--- config.mk ---
export PLATFORM = sky130hd
export DESIGN_NAME = ohtlp_ram
export DESIGN_NICKNAME = d
export VERILOG_FILES = /design/src/rtl/ohtlp_ram.sv
export SDC_FILE = /design/constraint.sdc
export NUM_CORES = 1
export LEC_CHECK = 0
export BUFFER_PORTS_ARGS = -buffer_cell sky130_fd_sc_hd__buf_2
export CAP_MARGIN = 20
export CORE_ASPECT_RATIO = 1.5
export CORE_MARGIN = 2
export CORE_UTILIZATION = 65
export CTS_CLUSTER_DIAMETER = 40
export DETAILED_ROUTE_END_ITERATION = 10
export GPL_TIMING_DRIVEN = 0
export PLACE_DENSITY = 0.82
export SKIP_CTS_REPAIR_TIMING = 1
export SKIP_LAST_GASP = 1
export SYNTH_ARGS = -nofsm -noshare
export SYNTH_HDL_FRONTEND = slang
export SYNTH_SLANG_ARGS = --single-unit
export TNS_END_PERCENT = 20
--- constraint.sdc ---
create_clock -name clk -period 3.25 [get_ports clk]
set_clock_uncertainty 0.1 [all_clocks]
set_input_delay 0.1625 -clock clk [delete_from_list [all_inputs] [get_ports clk]]
set_output_delay 0.1625 -clock clk [all_outputs]
set_load 0.02 [all_outputs]
--- src/rtl/ohtlp_ram.sv ---
// ----------------------------------------------------------------------------
// ohtlp_ram
// Generic simple dual-port RAM with one write port and a registered read.
// ----------------------------------------------------------------------------
module ohtlp_ram #(
    parameter int WIDTH = 8,
    parameter int DEPTH = 64
) (
    input  logic                     clk,
    input  logic                     we,
    input  logic [$clog2(DEPTH)-1:0] waddr,
    input  logic [WIDTH-1:0]         wdata,
    input  logic                     re,
    input  logic [$clog2(DEPTH)-1:0] raddr,
    output logic [WIDTH-1:0]         rdata
);

    logic [WIDTH-1:0] mem [DEPTH];
    logic [WIDTH-1:0] rdata_reg;

    always_ff @(posedge clk)
    begin
        if (we)
        begin
            mem[waddr] <= wdata;
        end
        if (re)
        begin
            rdata_reg <= mem[raddr];
        end
    end

    assign rdata = rdata_reg;

endmodule

==> results_tabular.tex <==
\begin{tabular}{lr}
\hline
Metric & Value \\
\hline
\multicolumn{2}{l}{\textbf{Floorplanning}} \\
\quad Placeable Area & 0.03084 sq mm \\
\quad Overall die height & 220.2 microns \\
\quad Width of the chip & 148.1 microns \\
\quad Standard-cell rows & 79 \\
\quad Ports placed on the boundary & 31 \\
\quad Die area & 0.03261 sq mm \\
\quad Initial standard-cell utilization of the core & 65.65\% \\
\multicolumn{2}{l}{\textbf{Synthesis}} \\
\quad Top-area cell type share of the netlist area & 77.12\% \\
\quad Yosys warning count & 0 \\
\quad Most used flip-flop cell after synthesis & sky130\_fd\_sc\_hd\_\_edfxtp\_1 \\
\quad Number of instances in the synthesized netlist & 940 \\
\quad Post-synthesis register bit count & 520 \\
\quad Ranking of synthesized cells by area & sky130\_fd\_sc\_hd\_\_edfxtp\_1 77\%, sky130\_fd\_sc\_hd\_\_mux4\_2 14\%, sky130\_fd\_sc\_hd\_\_nor2\_1 1.5\% \\
\quad Mean post-synth cell area & 21.54 sq um \\
\quad Total standard cell area after synthesis & 0.02025 sq mm \\
\quad Net Count, Synth & 963 \\
\quad Part of the Yosys area used for sequential elements & 77.12\% \\
\quad Count of unique library cells instantiated by Yosys & 39 \\
\quad Number of enable-type register cells in the synthesized netlist & 520 \\
\quad Cell taking the most area after synthesis & sky130\_fd\_sc\_hd\_\_edfxtp\_1 \\
\quad FFs w/ async S/R, synth & 0\% \\
\multicolumn{2}{l}{\textbf{Placement}} \\
\quad Number of cells in the design after placement & 1,369 \\
\quad HPWL after DPL & 29,970 microns \\
\quad Count of buffers inserted at the top-level ports & 22 \\
\quad Weighted congestion reported at the end of routability-driven placement & 0.9935 \\
\multicolumn{2}{l}{\textbf{Worst setup path}} \\
\quad Maximum fanout along the worst path & 10 \\
\quad Crit path required time & 3.43 ns \\
\quad Data arrival time of the worst path & 2.60 ns \\
\quad Crit path launch type & primary input \\
\quad Start-to-end type of the worst setup path & in2reg \\
\quad Type of element capturing the critical path & flip-flop \\
\multicolumn{2}{l}{\textbf{Clock network}} \\
\quad Total clock buffers created by CTS & 45 \\
\quad Clk sinks & 520 \\
\quad Clock edge transition at the registers on the reported setup and hold paths & 0.06 ns \\
\quad TritonCTS clock tree & built \\
\quad Clock Tree Root & sky130\_fd\_sc\_hd\_\_clkbuf\_16 \\
\quad Worst skew pair latency & 0.58 ns \\
\quad Maximum clock insertion buffer count & 3 \\
\quad H-tree depth & 2 \\
\multicolumn{2}{l}{\textbf{Routing}} \\
\quad Vias per inst & 7.027 \\
\quad Iteration-0 DRC Markers & 1,643 \\
\quad Count of nets left with antenna violations after detail routing & 0 \\
\quad Routed wire per std cell & 32.77 microns \\
\quad Total wire length & 47,940 microns \\
\quad Routed vias & 10,280 \\
\quad Pre-Repair DR Iteration Count & 9 \\
\quad Remaining routing DRC violations & 0 \\
\multicolumn{2}{l}{\textbf{Timing}} \\
\quad Unrepaired setup endpoints after global routing & no \\
\quad Final Max Tran Viols & 0 \\
\quad Final Hold Fails & 0 \\
\quad Finish-stage setup viols & 0 \\
\quad Final period utilization & 74.31\% \\
\quad Maximum clock frequency & 414.1 MHz \\
\quad Remaining max-slew budget at the tightest pin & 35.40\% \\
\quad Aggregate negative setup slack & 0 ns \\
\quad Final critical delay including setup and external delays & 2.415 ns \\
\quad Worst-margin pin slew & 0.9655 ns \\
\multicolumn{2}{l}{\textbf{Global routing}} \\
\quad Initial antenna violation count & 0 \\
\quad Wire length of the first global-routing pass & 68,260 microns \\
\quad Pin count of the biggest net entering global routing & 65 \\
\quad Overflow left after global routing & 0 \\
\quad Number of global-route vias before repair & 10,410 \\
\quad Global Route Usage Sum & 30.15\% \\
\multicolumn{2}{l}{\textbf{Power and ir drop}} \\
\quad Pwr Density & 593.1 mW/mm\^{}2 \\
\quad Max VDD drop & 0.0004941 V \\
\quad Reported leakage power & 7.021 nW \\
\multicolumn{2}{l}{\textbf{Finish}} \\
\quad Cell Count, Final, Fillers Out & 1,463 \\
\quad Area delta synth->final & 11.13\% \\
\quad Count of antenna diodes in the layout & 0 \\
\quad Number of filler instances in the final layout & 1,698 \\
\quad Flip-flop count of the largest register, all copies and words added & 512 \\
\quad Net count, final & 1,049 \\
\quad Share of final-layout standard cells stronger than drive strength 1 & 25.24\% \\
\multicolumn{2}{l}{\textbf{Status}} \\
\quad Outcome & completed \\
\multicolumn{2}{l}{\textbf{Hold path}} \\
\quad Hold crit path type & in2reg \\
\multicolumn{2}{l}{\textbf{Flow run}} \\
\quad Max-cap check violation count & 0 \\
\hline
\end{tabular}
## layout make-up
class                      count  area [sq um]  share of cell area, %
multi-input combinational    369          4315                  19.18
timing repair buffer          39         357.8                  1.590
sequential                   520         15620                  69.40
buffer                        51         316.6                  1.407
clock buffer                  51          1191                  5.294
clock inverter                28         197.7                 0.8786
tap                          405         506.7                  2.252
## layout by cell type, fill, tap and decap left out, types with 3 or more instances in the layout
master / netlist / final
sky130_fd_sc_hd__buf_2: 11 / 35
sky130_fd_sc_hd__buf_6: 4 / 4
sky130_fd_sc_hd__buf_1: 4 / 4
sky130_fd_sc_hd__dlygate4sd3_1: 0 / 7
sky130_fd_sc_hd__nand3_1: 13 / 13
sky130_fd_sc_hd__a22oi_1: 3 / 3
sky130_fd_sc_hd__nand3b_1: 3 / 3
sky130_fd_sc_hd__buf_12: 2 / 9
sky130_fd_sc_hd__clkbuf_1: 17 / 21
sky130_fd_sc_hd__nand2b_1: 7 / 7
sky130_fd_sc_hd__clkinv_2: 0 / 9
sky130_fd_sc_hd__a211oi_1: 4 / 4
sky130_fd_sc_hd__clkinv_1: 0 / 11
sky130_fd_sc_hd__nor2_1: 83 / 83
sky130_fd_sc_hd__nor3_1: 7 / 7
sky130_fd_sc_hd__buf_4: 13 / 13
sky130_fd_sc_hd__clkinvlp_4: 0 / 3
sky130_fd_sc_hd__clkbuf_16: 0 / 47
sky130_fd_sc_hd__edfxtp_1: 520 / 520
sky130_fd_sc_hd__o2111ai_1: 3 / 3
sky130_fd_sc_hd__o22ai_1: 8 / 8
sky130_fd_sc_hd__mux4_2: 126 / 126
sky130_fd_sc_hd__mux2_2: 13 / 13
sky130_fd_sc_hd__o221ai_1: 8 / 8
sky130_fd_sc_hd__a221oi_1: 6 / 6
sky130_fd_sc_hd__nor2b_1: 14 / 14
sky130_fd_sc_hd__o2bb2ai_1: 3 / 3
sky130_fd_sc_hd__mux2i_1: 23 / 23
sky130_fd_sc_hd__a21oi_1: 3 / 3
sky130_fd_sc_hd__nand2_1: 19 / 19
## routing by layer
| metal | up-vias | GRT usage (%) | wire length [microns] |
|---|---|---|---|
| li1 | 4101 | - | - |
| met4 | 0 | 19.08 | 3570 |
| met2 | 743 | 50.37 | 24180 |
| met5 | - | 0 | 0 |
| met1 | 5263 | 36.67 | 15580 |
| met3 | 173 | 5.773 | 4609 |
## path summary, 6_finish.rpt
check	depth (start not counted)	startpoint	end	slack, ns
min	1	wdata[3]	mem[48][3]	0.04
max	8	raddr[1]	rdata[4]	0.83
max reg2reg	4	mem[3][5]	rdata[5]	0.98
min reg2reg	4	mem[23][2]	rdata[2]	0.88
## report_power, final
part | leakage [nW] | switching [mW] | total (mW) | internal (mW)
logic | 1.66 | 0.486 | 0.772 | 0.285
clock network | 0.680 | 2.33 | 5.13 | 2.79
registers | 4.69 | 0.0138 | 7.45 | 7.43
total | 7.02 | 2.83 | 13.3 | 10.5
## worst max-delay path: stages
cell                      delay, ns
sky130_fd_sc_hd__buf_4         0.17
sky130_fd_sc_hd__buf_2         0.37
sky130_fd_sc_hd__buf_1         0.74
sky130_fd_sc_hd__mux4_2        0.41
sky130_fd_sc_hd__mux2i_1       0.32
sky130_fd_sc_hd__nand3_1       0.13
sky130_fd_sc_hd__nand3_1       0.14
sky130_fd_sc_hd__o32ai_1       0.13
## cell usage after synthesis, types with 6 or more instances
library cell,n
sky130_fd_sc_hd__mux4_2,126
sky130_fd_sc_hd__nor2b_1,14
sky130_fd_sc_hd__clkbuf_1,17
sky130_fd_sc_hd__nor3_1,7
sky130_fd_sc_hd__edfxtp_1,520
sky130_fd_sc_hd__nor2_1,83
sky130_fd_sc_hd__a221oi_1,6
sky130_fd_sc_hd__o22ai_1,8
sky130_fd_sc_hd__mux2_2,13
sky130_fd_sc_hd__nand2_1,19
sky130_fd_sc_hd__buf_4,13
sky130_fd_sc_hd__buf_2,11
sky130_fd_sc_hd__o221ai_1,8
sky130_fd_sc_hd__nand2b_1,7
sky130_fd_sc_hd__nand3_1,13
sky130_fd_sc_hd__mux2i_1,23
## per-stage QoR
stage	util (%)	hold slack [ns]	worst slack, ns	area (sq um)	total power, mW
after floorplan	-	0.1614	1.181	20250	7.997
after global placement	67.65	0.3942	0.3596	20860	8.291
after detailed placement	67.69	0.4029	0.3126	20870	8.316
after CTS	72.19	-0.1693	0.8941	22260	13.31
after global routing	72.96	0.04310	0.7071	22500	13.61
final	72.96	0.03906	0.8350	22500	13.34
## cells by family (layout without fill, tap and decap cells)
| family | Yosys count | count (layout) | synth area share (%) |
|---|---|---|---|
| flip-flops | 520 | 520 | 77.12 |
| multiplexers | 162 | 162 | 15.88 |
| AND/OR/NAND/NOR | 153 | 153 | 3.374 |
| AO/OA/AOI/OAI | 54 | 54 | 2.064 |
| buffers and inverters | 51 | 169 | 1.563 |
Note: power is estimated with default switching activity, not from simulation.
