File: config.mk
export PLATFORM = sky130hd
export DESIGN_NAME = ohtlp_hash
export DESIGN_NICKNAME = d
export VERILOG_FILES = /design/src/rtl/ohtlp_pkg.sv /design/src/rtl/ohtlp_hash.sv
export SDC_FILE = /design/constraint.sdc
export NUM_CORES = 1
export LEC_CHECK = 0
export BUFFER_PORTS_ARGS = -buffer_cell sky130_fd_sc_hd__buf_2
export CORE_MARGIN = 2
export CORE_UTILIZATION = 35
export CTS_CLUSTER_DIAMETER = 200
export DETAILED_ROUTE_END_ITERATION = 8
export MAX_ROUTING_LAYER = met4
export PLACE_DENSITY = 0.58
export SETUP_SLACK_MARGIN = 0.05
export SYNTH_ARGS = -nofsm -noshare
export SYNTH_HDL_FRONTEND = slang
export SYNTH_SLANG_ARGS = --single-unit
File: constraint.sdc
create_clock -name clk -period 9.3 [get_ports clk]
set_input_delay 1.395 -clock clk [delete_from_list [all_inputs] [get_ports clk]]
set_output_delay 1.395 -clock clk [all_outputs]
set_load 0.05 [all_outputs]
File: src/rtl/ohtlp_pkg.sv
// ----------------------------------------------------------------------------
// ohtlp_pkg
// Shared widths, codes and state types of the opcode hash table.
// ----------------------------------------------------------------------------
package ohtlp_pkg;

    localparam int CAPACITY_DEFAULT      = 64;
    localparam int MAX_KEY_CHARS_DEFAULT = 8;

    localparam int CMD_W        = 2;
    localparam int KEY_CHARS_W  = 64;
    localparam int KEY_LENGTH_W = 4;
    localparam int OPCODE_W     = 16;
    localparam int CODE_LEN_W   = 4;
    localparam int STATUS_W     = 2;

    localparam int CHAR_W     = 8;
    localparam int KEY_BYTES  = KEY_CHARS_W / CHAR_W;
    localparam int HASH_W     = 64;
    localparam int HASH_BYTES = HASH_W / CHAR_W;

    localparam int LOAD_LIMIT_W = 7;
    localparam logic [LOAD_LIMIT_W-1:0] LOAD_LIMIT_RESET = 7'd51;

    localparam int PADDR_W = 3;
    localparam int PDATA_W = 32;

    // Register index, taken from the word address bit of paddr.
    localparam logic REG_LOAD_LIMIT = 1'b0;

    localparam logic [CMD_W-1:0] CMD_INSERT = 2'd0;
    localparam logic [CMD_W-1:0] CMD_FIND   = 2'd1;
    localparam logic [CMD_W-1:0] CMD_REMOVE = 2'd2;

    localparam logic [STATUS_W-1:0] STAT_DONE      = 2'd0;
    localparam logic [STATUS_W-1:0] STAT_DUPLICATE = 2'd1;
    localparam logic [STATUS_W-1:0] STAT_NOT_FOUND = 2'd2;
    localparam logic [STATUS_W-1:0] STAT_FULL      = 2'd3;

    typedef enum logic [2:0] {
        S_CLEAR,
        S_IDLE,
        S_HASH,
        S_PROBE,
        S_FINISH
    } top_state_t;

    typedef enum logic [1:0] {
        HS_IDLE,
        HS_HASH,
        HS_MOD
    } hash_state_t;

endpackage

File: src/rtl/ohtlp_hash.sv
// ----------------------------------------------------------------------------
// ohtlp_hash
// Multiplicative string hash, one character a cycle, then reduction of the
// 64-bit hash to a home slot index.
// ----------------------------------------------------------------------------
module ohtlp_hash #(
    parameter int CAPACITY      = ohtlp_pkg::CAPACITY_DEFAULT,
    parameter int MAX_KEY_CHARS = ohtlp_pkg::MAX_KEY_CHARS_DEFAULT
) (
    input  logic                                 clk,
    input  logic                                 rst_n,
    input  logic                                 start,
    input  logic [ohtlp_pkg::CHAR_W*MAX_KEY_CHARS-1:0] key,
    input  logic [$clog2(MAX_KEY_CHARS+1)-1:0]   len,
    output logic                                 done,
    output logic [$clog2(CAPACITY)-1:0]          home
);

    import ohtlp_pkg::*;

    localparam int KEY_W = CHAR_W * MAX_KEY_CHARS;
    localparam int LEN_W = $clog2(MAX_KEY_CHARS + 1);
    localparam int IDX_W = $clog2(CAPACITY);
    localparam int DIG_W = $clog2(HASH_BYTES);
    localparam bit IS_POW2 = (CAPACITY & (CAPACITY - 1)) == 0;
    localparam logic [IDX_W:0] CAP_V = (IDX_W+1)'(CAPACITY);
    localparam logic [DIG_W-1:0] DIG_LAST = DIG_W'(HASH_BYTES - 1);

    hash_state_t       state_reg, state_next;
    logic [HASH_W-1:0] h_reg, h_next;
    logic [KEY_W-1:0]  key_reg, key_next;
    logic [LEN_W-1:0]  len_reg, len_next;
    logic [LEN_W-1:0]  idx_reg, idx_next;
    logic [DIG_W-1:0]  dig_reg, dig_next;
    logic [IDX_W-1:0]  rem_reg, rem_next;
    logic [IDX_W-1:0]  home_reg, home_next;
    logic              done_reg, done_next;

    logic [IDX_W-1:0]  rem_step;
    logic [IDX_W:0]    trial;
    logic [CHAR_W-1:0] top_byte;
    logic              hash_last;

    assign hash_last = (idx_reg == len_reg);
    assign top_byte  = h_reg[HASH_W-1 -: CHAR_W];

    // Remainder of the running value after shifting in the next hash byte,
    // one restoring step per bit.
    always_comb
    begin
        rem_step = rem_reg;
        trial    = '0;
        for (int i = CHAR_W - 1; i >= 0; i--)
        begin
            trial = {rem_step, top_byte[i]};
            if (trial >= CAP_V)
            begin
                trial = trial - CAP_V;
            end
            rem_step = trial[IDX_W-1:0];
        end
    end

    always_comb
    begin
        state_next = state_reg;
        unique case (state_reg)
            HS_IDLE:
            begin
                if (start)
                begin
                    state_next = HS_HASH;
                end
            end
            HS_HASH:
            begin
                if (hash_last)
                begin
                    state_next = IS_POW2 ? HS_IDLE : HS_MOD;
                end
            end
            HS_MOD:
            begin
                if (dig_reg == DIG_LAST)
                begin
                    state_next = HS_IDLE;
                end
            end
            default:
            begin
                state_next = HS_IDLE;
            end
        endcase
    end

    always_comb
    begin
        h_next    = h_reg;
        key_next  = key_reg;
        len_next  = len_reg;
        idx_next  = idx_reg;
        dig_next  = dig_reg;
        rem_next  = rem_reg;
        home_next = home_reg;
        done_next = 1'b0;
        unique case (state_reg)
            HS_IDLE:
            begin
                if (start)
                begin
                    h_next   = '0;
                    key_next = key;
                    len_next = len;
                    idx_next = '0;
                end
            end
            HS_HASH:
            begin
                if (hash_last)
                begin
                    dig_next = '0;
                    rem_next = '0;
                    if (IS_POW2)
                    begin
                        home_next = h_reg[IDX_W-1:0];
                        done_next = 1'b1;
                    end
                end
                else
                begin
                    // h * 31 is (h << 5) - h, modulo 2^64.
                    h_next   = (h_reg << 5) - h_reg + HASH_W'(key_reg[CHAR_W-1:0]);
                    key_next = key_reg >> CHAR_W;
                    idx_next = idx_reg + LEN_W'(1);
                end
            end
            HS_MOD:
            begin
                rem_next = rem_step;
                h_next   = h_reg << CHAR_W;
                dig_next = dig_reg + DIG_W'(1);
                if (dig_reg == DIG_LAST)
                begin
                    home_next = rem_step;
                    done_next = 1'b1;
                end
            end
            default:
            begin
                done_next = 1'b0;
            end
        endcase
    end

    always_ff @(posedge clk or negedge rst_n)
    begin
        if (!rst_n)
        begin
            state_reg <= HS_IDLE;
            done_reg  <= 1'b0;
        end
        else
        begin
            state_reg <= state_next;
            done_reg  <= done_next;
        end
    end

    always_ff @(posedge clk)
    begin
        h_reg    <= h_next;
        key_reg  <= key_next;
        len_reg  <= len_next;
        idx_reg  <= idx_next;
        dig_reg  <= dig_next;
        rem_reg  <= rem_next;
        home_reg <= home_next;
    end

    assign done = done_reg;
    assign home = home_reg;

endmodule

==> summary.md <==
| Metric | Value |
|---|---|
| Status | `finished, final reports clean` |
| Total track usage | `11.3%` |
| Relative max-transition margin | `50.4%` |
| First-pass iteration count of the detailed router | `4` |
| Crit-path slowest cell | `nor4_4` |
| Ys Warns | `0` |
| Crit end category | `register` |
| Routed wire per std cell | `about 13 µm` |
| Clock latency on the worst-skew pair | `0.33 ns` |
| # Max-Cap Violations | `0` |
| Sequential area share after synthesis | `approximately two thirds` |
| Worst-case clock skew | `0.00898 ns` |
| Clock buffer count from CTS | `9` |
| Critical path data arrival time | `2.46 ns` |
| Non-Filler Instances | `360` |
| Port Buffers | `61` |
| Vias per inst | `4.47` |
| First-pass GRT wire length | `8080 µm` |
| Cells after DPL | `around 340` |
| Post-synth EDFFs | `68` |
| DRC viols | `0` |
| Setup Crit Path Kind | `reg -> reg` |
| Die height | `97.9 µm` |
| Buf/Inv on CP | `2` |
| Setup Buffers After CTS | `0` |
| P_sw | `0.000361 W` |
| CP top delay family | `buffers and inverters` |
| CP max stage delay | `0.57 ns` |
| Syn nets | `~260` |
| CTS tree | `built` |
| Yosys cell types | `22` |
| CTS Root Cell | `clkbuf_8` |
| Post-synthesis average cell area | `17.1 µm²` |
| Lkg Pwr | `1.52 nW` |
| Worst Setup Start Kind | `register` |
| Fin util | `42.5%` |
| Ys async rst share | `2.86%` |
| Post-CTS resize count | `0` |
| Largest register FFs | `48` |
| Final #Nets | `329` |
| Cell mode on critical path | `buf_4` |
| Bufs on Longest Clock Path | `2` |
| Initial antenna violation count | `0` |
| Mapped Cells | `180` |
| Final setup fails | `0` |
| Data required time of the worst path | `9.29 ns` |
| Vias in the first global route | `1709` |
| Clk slew on worst S/H paths | `about 0.070 ns` |
| CP Max Fanout | `61` |
| ANT cells | `0` |
| Tcrit/Tclk final | `26.5%` |
| H-tree depth | `3` |
| Tmin final | `2.46 ns` |
| DR vias | `1608` |
| Max Slew Vio Count | `0` |
| DRT iter0 DRCs | `87` |
| Final Hold Viols | `0` |
| I/O Pins | `78` |
| Layout cells sized above 1 | `47.6%` |
| Place WS | `roughly 6.6 ns` |
| CP Cell Sequence | `buf_4 -> nand2_1 -> nor4_4 -> nor2_4 -> buf_4` |
| Top-count cell post-synth | `edfxtp_1` |
| Unrepaired setup endpoints after global routing | `no` |
| Pint | `approximately 0.0009 W` |
| Rows | `34` |
| Post-synthesis instance area | `~3100 µm²` |
| Comb pwr share | `34.0%` |
| Pwr/cell area | `340 nW/µm²` |
| Setup tns final | `0 ns` |
| Initial Utilization | `35.7%` |
| Final WS setup | `6.84 ns` |
| Max frequency | `0.406 GHz` |
| #FFs+latches synth | `70` |
| Sequential power share | `a little under half` |
| Total routed wirelength | `about 4800 µm` |
| GP Congestion | `0.739` |
| Worst slew pin tran | `0.744 ns` |
| VDD IR max | `around 0.00014 V` |
| Clock power frac | `a little under a fifth` |
| Core area | `8640 µm²` |
| Switching share of power | `28.9%` |
| Prevailing post-synth register cell | `edfxtp_1` |
| Die ar. | `9580 µm²` |
| ANT nets after route | `0` |
| GRT overflow | `0` |
| Die Width | `97.9 µm` |
| Hold buffer count at CTS | `0` |
| Commonest cells post-synth | `68 x edfxtp_1, 42 x mux2_2, 10 x ha_1, 10 x nor2b_1, 9 x inv_1` |
| Area growth syn-to-layout | `19.1%` |
| Top cells by area, synth | `edfxtp_1 66%, mux2_2 15%, ha_1 4.1%` |
| Post-synth top area share | `66.2%` |
| Sink Count | `70` |
| Largest net degree at the start of global routing | `62` |
| Synth area leader | `edfxtp_1` |
| Hold crit path type | `reg -> reg` |
kinds of logic after synthesis:
family | synth area share, %
AO/OA/AOI/OAI | 0.568
XOR/XNOR | 3.12
adder cells (fa/ha/maj) | 4.71
buffers and inverters | 2.96
flip-flops | 67.9
multiplexers | 15.3
AND/OR/NAND/NOR | 5.44
metal layers:
| metal | track usage, % | vias up | wire length, µm |
|---|---|---|---|
| li1 | - | 792 | - |
| met1 | 13.5 | 756 | 2090 |
| met2 | 17.1 | 51 | 2280 |
| met3 | 5.44 | 9 | 332 |
| met4 | 3.31 | 0 | 79 |
| met5 | - | - | 0 |
per-stage QoR:
| step | instance area [µm²] | power (W) | hold slack [ns] |
|---|---|---|---|
| after global routing | 3670 | 0.00135 | 0.479 |
| after CTS | 3670 | 0.00127 | 0.457 |
| after detailed placement | 3490 | 0.00103 | 0.439 |
| final | 3670 | 0.00125 | 0.454 |
| after global placement | 3490 | 0.00101 | 0.434 |
| after floorplan | 3080 | 0.000943 | 0.426 |
cell usage in the layout, fill, tap and decap left out:
master      netlist  routed
a21o_1            1       1
a21oi_1           2       2
and2_1            6       6
and3_1            1       1
buf_2             1      61
buf_4             2       2
bufinv_16         0       1
clkbuf_1          1       2
clkbuf_8          0       9
clkinv_1          0       2
clkinv_2          0       1
clkinvlp_4        0       1
dfrtp_1           2       1
dfrtp_2           0       1
edfxtp_1         68      68
fa_1              1       1
ha_1             10      10
inv_1             9       9
mux2_2           42      42
nand2_1           1       1
nand2b_1          2       2
nand3_1           1       1
nor2_1            5       4
nor2_4            0       1
nor2b_1          10      10
nor4_4            1       1
xnor2_1           6       6
xor2_1            5       5
worst register-to-register path, delay by kind of cell (launching register included):
| kind | cells | cell delay [ns] |
|---|---|---|
| buffers and inverters | 2 | 0.93 |
| AND/OR/NAND/NOR | 3 | 0.83 |
| flip-flops | 1 | 0.35 |
power groups by stage:
stage | clock network (W) | logic [W] | registers [W]
2_1_floorplan | 0 | 0.000327 | 0.000616
5_1_grt | 0.000254 | 0.000484 | 0.000608
3_5_place_dp | 0 | 0.000431 | 0.000602
6_report | 0.000230 | 0.000424 | 0.000594
4_1_cts | 0.000239 | 0.000433 | 0.000596
3_3_place_gp | 0 | 0.000414 | 0.000597
final cells by class:
class                           count  area (µm²)
Timing Repair Buffer               63         320
Inverter                            9        33.8
Fill cell                         816        4960
Clock inverter                      5        50.0
Multi-Input combinational cell     94         907
Clock buffer                       11         131
Tap cell                          108         135
Sequential cell                    70        2090
path summary, 6_finish.rpt:
path / start / end / slack [ns] / cells after the start
min in group asynchronous: rst_n / done$_DFF_PN0_ / 0.84 / 1
min reg2reg: h_reg[4]$_SDFFCE_PN0P_ / home[4]$_DFFE_PP_ / 0.45 / 0
max in group asynchronous: rst_n / state_reg[0]$_DFFE_PN0P_ / 8.35 / 1
min: h_reg[4]$_SDFFCE_PN0P_ / home[4]$_DFFE_PP_ / 0.45 / 0
max: state_reg[0]$_DFFE_PN0P_ / key_reg[19]$_DFFE_PP_ / 6.84 / 5
max reg2reg: state_reg[0]$_DFFE_PN0P_ / key_reg[19]$_DFFE_PP_ / 6.84 / 5
(Power assumes the default switching activity.)
